**src/mtc_pkg.sv**
```systemverilog
package mtc_pkg;

    localparam int WORD_W  = 32;
    localparam int TIME_W  = 64;
    localparam int DIV_W   = 16;
    localparam int FUNC_W  = 2;
    localparam int INDEX_W = 3;

    // function codes; code three is a no-op
    localparam logic [FUNC_W-1:0] FUNC_TICK  = 2'd0;
    localparam logic [FUNC_W-1:0] FUNC_READ  = 2'd1;
    localparam logic [FUNC_W-1:0] FUNC_WRITE = 2'd2;

    // word register map
    localparam logic [INDEX_W-1:0] REG_CTRL    = 3'd0;
    localparam logic [INDEX_W-1:0] REG_TIME_LO = 3'd2;
    localparam logic [INDEX_W-1:0] REG_TIME_HI = 3'd3;
    localparam logic [INDEX_W-1:0] REG_CMP_LO  = 3'd4;
    localparam logic [INDEX_W-1:0] REG_CMP_HI  = 3'd5;

    localparam int CTRL_ENABLE_BIT = 0;

    localparam logic [DIV_W-1:0]  TICK_DIVIDE_RESET = 16'd50;
    localparam logic [TIME_W-1:0] CMP_RESET         = {TIME_W{1'b1}};

    typedef struct packed {
        logic [FUNC_W-1:0]  func;
        logic [INDEX_W-1:0] reg_index;
        logic [WORD_W-1:0]  write_data;
    } in_item_t;

    typedef struct packed {
        logic [WORD_W-1:0] read_data;
        logic              timer_irq;
    } out_item_t;

endpackage

```
**src/mtc_core.sv**
```systemverilog
module mtc_core (
    input  logic                              clk,
    input  logic                              rst_n,
    input  logic                              exec_en,
    input  mtc_pkg::in_item_t                 item,
    input  logic                              cfg_wr_en,
    input  logic [mtc_pkg::DIV_W-1:0]         cfg_wr_data,
    output logic [mtc_pkg::WORD_W-1:0]        rd_word,
    output logic                              irq
);
    import mtc_pkg::*;

    logic              enable_reg, enable_next;
    logic [TIME_W-1:0] time_reg, time_next;
    logic [TIME_W-1:0] cmp_reg, cmp_next;
    logic [DIV_W-1:0]  pre_reg, pre_next;
    logic [DIV_W-1:0]  div_reg;
    logic [DIV_W:0]    pre_inc;

    assign pre_inc = {1'b0, pre_reg} + {{DIV_W{1'b0}}, 1'b1};

    always_comb
    begin
        enable_next = enable_reg;
        time_next   = time_reg;
        cmp_next    = cmp_reg;
        pre_next    = pre_reg;
        if (exec_en)
        begin
            case (item.func)
                FUNC_TICK:
                begin
                    if (enable_reg)
                    begin
                        // a divide of zero fires on every tick, as does one
                        if (pre_inc >= {1'b0, div_reg})
                        begin
                            pre_next  = '0;
                            time_next = time_reg + {{(TIME_W-1){1'b0}}, 1'b1};
                        end
                        else
                        begin
                            pre_next = pre_inc[DIV_W-1:0];
                        end
                    end
                end
                FUNC_WRITE:
                begin
                    case (item.reg_index)
                        REG_CTRL:    enable_next = item.write_data[CTRL_ENABLE_BIT];
                        REG_TIME_LO: time_next[WORD_W-1:0] = item.write_data;
                        REG_TIME_HI: time_next[TIME_W-1:WORD_W] = item.write_data;
                        REG_CMP_LO:  cmp_next[WORD_W-1:0] = item.write_data;
                        REG_CMP_HI:  cmp_next[TIME_W-1:WORD_W] = item.write_data;
                        default:     ;
                    endcase
                end
                default: ;
            endcase
        end
    end

    always_comb
    begin
        rd_word = '0;
        if (item.func == FUNC_READ)
        begin
            case (item.reg_index)
                REG_CTRL:    rd_word[CTRL_ENABLE_BIT] = enable_reg;
                REG_TIME_LO: rd_word = time_reg[WORD_W-1:0];
                REG_TIME_HI: rd_word = time_reg[TIME_W-1:WORD_W];
                REG_CMP_LO:  rd_word = cmp_reg[WORD_W-1:0];
                REG_CMP_HI:  rd_word = cmp_reg[TIME_W-1:WORD_W];
                default:     rd_word = '0;
            endcase
        end
    end

    // compare on the stored state, which holds the post-item values
    assign irq = (time_reg >= cmp_reg);

    always_ff @(posedge clk or negedge rst_n)
    begin
        if (!rst_n)
        begin
            enable_reg <= 1'b0;
            time_reg   <= '0;
            cmp_reg    <= CMP_RESET;
            pre_reg    <= '0;
            div_reg    <= TICK_DIVIDE_RESET;
        end
        else
        begin
            enable_reg <= enable_next;
            time_reg   <= time_next;
            cmp_reg    <= cmp_next;
            pre_reg    <= pre_next;
            if (cfg_wr_en)
            begin
                div_reg <= cfg_wr_data;
            end
        end
    end

`ifndef SYNTH
    a_idle_holds: assert property (@(posedge clk) disable iff (!rst_n)
        !exec_en |=> $stable(time_reg) && $stable(cmp_reg) && $stable(enable_reg)
            && $stable(pre_reg))
        else $error("timer state changed with no item executing");

    a_disabled_tick: assert property (@(posedge clk) disable iff (!rst_n)
        exec_en && item.func == FUNC_TICK && !enable_reg
            |=> $stable(time_reg) && $stable(pre_reg))
        else $error("tick advanced a disabled timer");

    a_cmp_only_written: assert property (@(posedge clk) disable iff (!rst_n)
        exec_en && item.func != FUNC_WRITE |=> $stable(cmp_reg) && $stable(enable_reg))
        else $error("compare or enable changed without a write item");
`endif

endmodule

```
**src/machine_timer_compare.sv**
```systemverilog
// Machine timer with 64-bit time and compare behind a word-register bus.
// Items move through input, execute and result registers, a three-deep pipeline.
// Throughput: one item per cycle unless out_stall blocks the result register.
// All item state updates happen in the execute stage; cfg_wr_en sets the divide.
// Reset (rst_n, async, active low): timer disabled, time zero, compare all ones,
// prescaler zero, divide 50; pipeline empty.
module machine_timer_compare (
    input  logic                          clk,
    input  logic                          rst_n,
    input  logic                          in_valid,
    output logic                          in_stall,
    input  mtc_pkg::in_item_t             in_item,
    output logic                          out_valid,
    input  logic                          out_stall,
    output mtc_pkg::out_item_t            out_item,
    input  logic                          cfg_wr_en,
    input  logic [mtc_pkg::DIV_W-1:0]     cfg_wr_data
);
    import mtc_pkg::*;

    logic              in_valid_reg;
    in_item_t          in_item_reg;
    logic              mid_valid_reg;
    logic [WORD_W-1:0] mid_rd_reg;
    logic              out_valid_reg;
    out_item_t         out_item_reg;

    logic              adv_out;
    logic              adv_mid;
    logic              exec_en;
    logic [WORD_W-1:0] rd_word;
    logic              irq;

    assign adv_out  = !out_valid_reg || !out_stall;
    assign adv_mid  = !mid_valid_reg || adv_out;
    assign exec_en  = in_valid_reg && adv_mid;
    assign in_stall = in_valid_reg && !adv_mid;

    assign out_valid = out_valid_reg;
    assign out_item  = out_item_reg;

    mtc_core u_core (
        .clk         (clk),
        .rst_n       (rst_n),
        .exec_en     (exec_en),
        .item        (in_item_reg),
        .cfg_wr_en   (cfg_wr_en),
        .cfg_wr_data (cfg_wr_data),
        .rd_word     (rd_word),
        .irq         (irq)
    );

    always_ff @(posedge clk or negedge rst_n)
    begin
        if (!rst_n)
        begin
            in_valid_reg  <= 1'b0;
            mid_valid_reg <= 1'b0;
            out_valid_reg <= 1'b0;
        end
        else
        begin
            if (!in_stall)
            begin
                in_valid_reg <= in_valid;
            end
            if (adv_mid)
            begin
                mid_valid_reg <= in_valid_reg;
            end
            if (adv_out)
            begin
                out_valid_reg <= mid_valid_reg;
            end
        end
    end

    always_ff @(posedge clk)
    begin
        if (in_valid && !in_stall)
        begin
            in_item_reg <= in_item;
        end
        if (exec_en)
        begin
            mid_rd_reg <= rd_word;
        end
        // irq is sampled here, once the executed item's state has landed
        if (adv_out && mid_valid_reg)
        begin
            out_item_reg.read_data <= mid_rd_reg;
            out_item_reg.timer_irq <= irq;
        end
    end

`ifndef SYNTH
    a_nonread_zero: assert property (@(posedge clk) disable iff (!rst_n)
        exec_en && in_item_reg.func != FUNC_READ |=> mid_rd_reg == '0)
        else $error("non-read item produced read data");

    a_ctrl_upper_zero: assert property (@(posedge clk) disable iff (!rst_n)
        exec_en && in_item_reg.func == FUNC_READ && in_item_reg.reg_index == REG_CTRL
            |=> mid_rd_reg[WORD_W-1:1] == '0)
        else $error("ctrl read returned upper bits");

    a_mid_holds: assert property (@(posedge clk) disable iff (!rst_n)
        mid_valid_reg && !adv_out |=> mid_valid_reg && $stable(mid_rd_reg))
        else $error("execute stage item lost while result stalled");

    a_no_exec_when_blocked: assert property (@(posedge clk) disable iff (!rst_n)
        mid_valid_reg && out_valid_reg && out_stall |-> !exec_en)
        else $error("item executed while pipeline blocked");
`endif

endmodule
```
**config.mk**
```make
export PLATFORM = sky130hd
export DESIGN_NAME = machine_timer_compare
export DESIGN_NICKNAME = d
export VERILOG_FILES = /design/src/mtc_pkg.sv /design/src/mtc_core.sv /design/src/machine_timer_compare.sv
export SDC_FILE = /design/constraint.sdc
export NUM_CORES = 1
export LEC_CHECK = 0
export BUFFER_PORTS_ARGS = -buffer_cell sky130_fd_sc_hd__clkbuf_2
export CAP_MARGIN = 20
export CORE_UTILIZATION = 55
export DETAILED_ROUTE_END_ITERATION = 12
export PLACE_DENSITY = 0.76
export RECOVER_POWER = 50
export SLEW_MARGIN = 25
export SYNTH_ARGS = -nofsm -noshare
export SYNTH_HDL_FRONTEND = slang
export SYNTH_SLANG_ARGS = --single-unit
```
**constraint.sdc**
```tcl
create_clock -name clk -period 3.3 [get_ports clk]
set_clock_uncertainty 0.1 [all_clocks]
set_input_delay 0.495 -clock clk [delete_from_list [all_inputs] [get_ports clk]]
set_output_delay 0.495 -clock clk [all_outputs]
set_load 0.01 [all_outputs]
```
==> out/qor.log <==
INFO  outcome        run_status=finished, violations left
INFO  outcome        violations=max-capacitance violations, max-slew violations, negative setup slack
INFO  detailed_routing drt-vias-per-instance=6.34
INFO  critical_path  cp-start-kind=flip-flop
INFO  global_routing global_route.usage.total=29.4%
INFO  power_and_ir_drop total_switching_power=2.94mW
INFO  critical_path  crit_fanout=10
INFO  detailed_routing drt-initial-drc-count=1320
INFO  floorplan      core_area=25300um2
INFO  timing         final-hold-violation-count=0
INFO  timing         worstMarginPinSlew=2200ps
INFO  power_and_ir_drop seq_power_share=46.1%
INFO  global_routing initial_antenna_violation_count=0
INFO  layout         final_cell_mix=sky130_fd_sc_hd__a21oi_1, sky130_fd_sc_hd__inv_1, sky130_fd_sc_hd__nand2_1, sky130_fd_sc_hd__edfxtp_1, sky130_fd_sc_hd__dfrtp_1
INFO  flow_run       max_cap_violations=2
INFO  clock_tree     cts.path.max_buffers=3
INFO  logic_synthesis average_cell_area_after_synthesis=10.5um2
INFO  logic_synthesis yosys_register_bits=266
INFO  timing         worst_case_setup_margin_in_the_final_layout=-146ps
INFO  placed_design  gp_congestion=0.916
INFO  clock_tree     tritoncts_clock_tree=built
INFO  power_and_ir_drop power_leakage=7.05nW
INFO  logic_synthesis post_synth_mux_area_share=5.41%
INFO  logic_synthesis synthesized_area_fraction_occupied_by_ao_oa_aoi_and_oai_cells=18.6%
INFO  floorplan      start_util=56.4%
INFO  power_and_ir_drop worst_ir_drop_on_vdd=0.659mV
INFO  logic_synthesis synth_edf_count=102
INFO  power_and_ir_drop power_report.internal_total=6.99mW
INFO  power_and_ir_drop comb_power_share=20.0%
INFO  layout         layoutNonFillerInstCount=1869
INFO  clock_tree     cts.sinks=266
INFO  layout         nets=1657
INFO  timing         report.final.slew_viol_count=109
INFO  logic_synthesis yosysWarningCount=0
INFO  layout         final.fill_count=1901
INFO  clock_tree     h-tree-depth=1
INFO  logic_synthesis async_flop_share=61.7%
INFO  global_routing grt_start_max_net_pins=75
INFO  clock_tree     clk-insertion-delay-late=560ps
INFO  timing         worst_slew_margin_rel=-46.5%
INFO  logic_synthesis synthSimpleGateAreaFrac=12.1%
INFO  placed_design  dp.cells=1788
INFO  floorplan      die_area=26600um2
INFO  clock_tree     path_clk_slew=60ps
INFO  logic_synthesis syn_inst=1361
INFO  detailed_routing totalWireLength=38600um
INFO  logic_synthesis synth.yosys.seq_area_share=50.7%
INFO  clock_tree     ctsRootBufferMaster=sky130_fd_sc_hd__clkbuf_16
INFO  logic_synthesis synth_xor_xnor_area_share=0.674%
INFO  logic_synthesis netlist_area=14300um2
INFO  logic_synthesis synth-adder-area-share=7.18%
INFO  timing         setup_viol=64
INFO  detailed_routing drt_pass1_iterations=6
INFO  power_and_ir_drop p_total=9.93mW
INFO  critical_path  worst-setup-path-type=reg2reg
INFO  layout         area_growth=20.0%
INFO  power_and_ir_drop power-per-cell-area=579nW/um2
INFO  placed_design  post-dp-hpwl=25700um
INFO  floorplan      die_w=163um
INFO  floorplan      chipHeight=163um
INFO  power_and_ir_drop p_sw_share=29.6%
INFO  timing         max_freq=290MHz
INFO  floorplan      boundaryPins=93
INFO  logic_synthesis post_synth_net_total=1501
INFO  floorplan      placement_rows=58
INFO  global_routing grt_remaining_overflow=0
INFO  placed_design  portBuffers=92
INFO  critical_path  worstPathArrival=3770ps
INFO  min_path       hold_class=in2reg
INFO  timing         rsz0062_at_grt=yes
INFO  logic_synthesis synth_top_family_by_area=compound AO/OA/AOI/OAI gates
INFO  layout         final_layout_size_suffix_gt1_share=29.5%
INFO  logic_synthesis synth-main-ff-cell=sky130_fd_sc_hd__edfxtp_1
INFO  detailed_routing wl_per_cell=20.6um
INFO  detailed_routing drcViolationCount=0
INFO  power_and_ir_drop p_clk_share=33.9%
INFO  detailed_routing antenna_left=0
INFO  logic_synthesis yosys.cell_types.count=75
INFO  layout         mostFrequentLayoutCell=sky130_fd_sc_hd__a21oi_1
INFO  detailed_routing via_count=11.9k
INFO  clock_tree     cts-buffers-inserted=29
INFO  timing         finalCriticalPeriod=3450ps
INFO  global_routing grt_pass1_vias=11.6k
INFO  critical_path  worst_setup_path_end_kind=flip-flop
INFO  global_routing grt_first_pass_wirelength=61700um
INFO  critical_path  worstPathRequired=3620ps
INFO  timing         final_min_period_over_clock_period=104%
==> layer usage <==
layer	vias to the layer above	track usage (%)	wire (um)	share of wire (%)
li1	5396	-	-	-
met4	0	10.6	1260	3.3
met5	-	0	0	0
met3	100	4.04	2950	7.7
met2	572	48.8	18800	49
met1	5786	39.2	15600	40
==> through the flow <==
step	cell area (um2)	hold slack (ps)	TNS (ps)	setup WS, ps	util, %
after global placement	15600	301	-1740	-88.1	61.5
after CTS	16900	0.384	-2370	-81.2	66.7
after detailed placement	15600	305	-10970	-315	61.5
after floorplan	14400	99.4	-5470	-184	-
after global routing	17200	8.20	-16830	-274	67.7
final	17200	16.0	-4950	-146	67.7
==> final cells by class <==
class,count,area (um2),area share (%)
Sequential cell,266,7250,42.3
Multi-Input combinational cell,915,6690,39.0
Timing Repair Buffer,201,1430,8.31
Clock buffer,35,758,4.42
Tap cell,330,413,2.41
Inverter,104,390,2.28
Clock inverter,17,221,1.29
Antenna cell,1,2.50,0.0146
==> critical path, cell delays in order, from the launching register on <==
cell and delay (ps):
sky130_fd_sc_hd__dfrtp_2 410, sky130_fd_sc_hd__ha_4 140, sky130_fd_sc_hd__nand4_1 130, sky130_fd_sc_hd__nor2_2 180, sky130_fd_sc_hd__and3_1 240, sky130_fd_sc_hd__xor2_2 230
sky130_fd_sc_hd__ha_4 250, sky130_fd_sc_hd__a211oi_2 230, sky130_fd_sc_hd__o21bai_2 110, sky130_fd_sc_hd__a211oi_2 260, sky130_fd_sc_hd__a211oi_2 110, sky130_fd_sc_hd__buf_4 180
sky130_fd_sc_hd__o21ai_4 220, sky130_fd_sc_hd__buf_6 170, sky130_fd_sc_hd__buf_12 130, sky130_fd_sc_hd__a21oi_1 80, sky130_fd_sc_hd__a2bb2oi_2 150
==> synth_stat cells (5+ instances only) <==
master                      number  share of area [%]
sky130_fd_sc_hd__nor2_1         41                1.1
sky130_fd_sc_hd__ha_1           82                7.2
sky130_fd_sc_hd__nand3_1        48                1.7
sky130_fd_sc_hd__o21ai_1         5               0.18
sky130_fd_sc_hd__mux2_2         66                5.2
sky130_fd_sc_hd__or3_1           7               0.31
sky130_fd_sc_hd__a31oi_1         9               0.39
sky130_fd_sc_hd__o21ai_0        71                2.5
sky130_fd_sc_hd__edfxtp_1      102                 21
sky130_fd_sc_hd__a2bb2oi_1      20                1.2
sky130_fd_sc_hd__dfrtp_1        97                 17
sky130_fd_sc_hd__and3_1         15               0.66
sky130_fd_sc_hd__nor2b_1         5               0.22
sky130_fd_sc_hd__o22ai_1        45                2.0
sky130_fd_sc_hd__nand4_1        29                1.3
sky130_fd_sc_hd__a22oi_1        71                3.7
sky130_fd_sc_hd__o31ai_1         5               0.26
sky130_fd_sc_hd__a2111oi_0       5               0.31
sky130_fd_sc_hd__a21o_1          9               0.47
sky130_fd_sc_hd__xor2_1          7               0.43
sky130_fd_sc_hd__nand2_1       105                2.8
sky130_fd_sc_hd__nor3_1         17               0.60
sky130_fd_sc_hd__nor4_1          9               0.39
sky130_fd_sc_hd__and2_1          7               0.31
sky130_fd_sc_hd__a21oi_1       143                5.0
sky130_fd_sc_hd__nand2b_1       12               0.53
sky130_fd_sc_hd__inv_1         104                2.7
sky130_fd_sc_hd__clkbuf_1       60                1.6
sky130_fd_sc_hd__clkbuf_8        6               0.58
sky130_fd_sc_hd__dfstp_2        67                 12
sky130_fd_sc_hd__a211oi_1        9               0.47
==> cells by family after synthesis <==
kind of cell,count (synthesis)
compound gates,426
flops,266
simple gates,327
mux,69
fa+ha+maj,82
xor+xnor,11
buf+inv,180
==> power groups by stage <==
| stage | Combinational [mW] | Clock [mW] | Sequential, mW |
|---|---|---|---|
| global route | 2.23 | 3.53 | 4.64 |
| floorplan | 1.29 | 0 | 4.47 |
| global placement | 1.79 | 0 | 4.58 |
| detailed placement | 1.87 | 0 | 4.60 |
| CTS | 1.94 | 3.41 | 4.55 |
| finish | 1.99 | 3.37 | 4.58 |
==> what timing repair did <==
| item | in CTS | in global routing |
|---|---|---|
| buffers inserted | 8 | 9 |
| resized for setup | 34 | 48 |
| endpoints found under the setup margin | 79 | 80 |
| hold buffers | 9 | 0 |
| endpoints found under the hold margin | 61 | 0 |
| pin swaps | 15 | 18 |
| cloned | 1 | 1 |
==> worst paths after layout <==
kind / startpoint / end / slack (ps) / cells after the start
worst max register to register: u_core.pre_reg[0] / u_core.time_reg[9] / -150 / 16
worst min-delay path: in_item[8] / in_item_reg[8] / 20 / 1
max in group asynchronous: rst_n / u_core.time_reg[53] / 430 / 3
worst max-delay path: u_core.pre_reg[0] / u_core.time_reg[9] / -150 / 16
min in group asynchronous: rst_n / u_core.time_reg[2] / 940 / 2
worst min register to register: mid_rd_reg[2] / out_item[3] / 310 / 0
No activity file was read; power rests on OpenSTA's default activity.
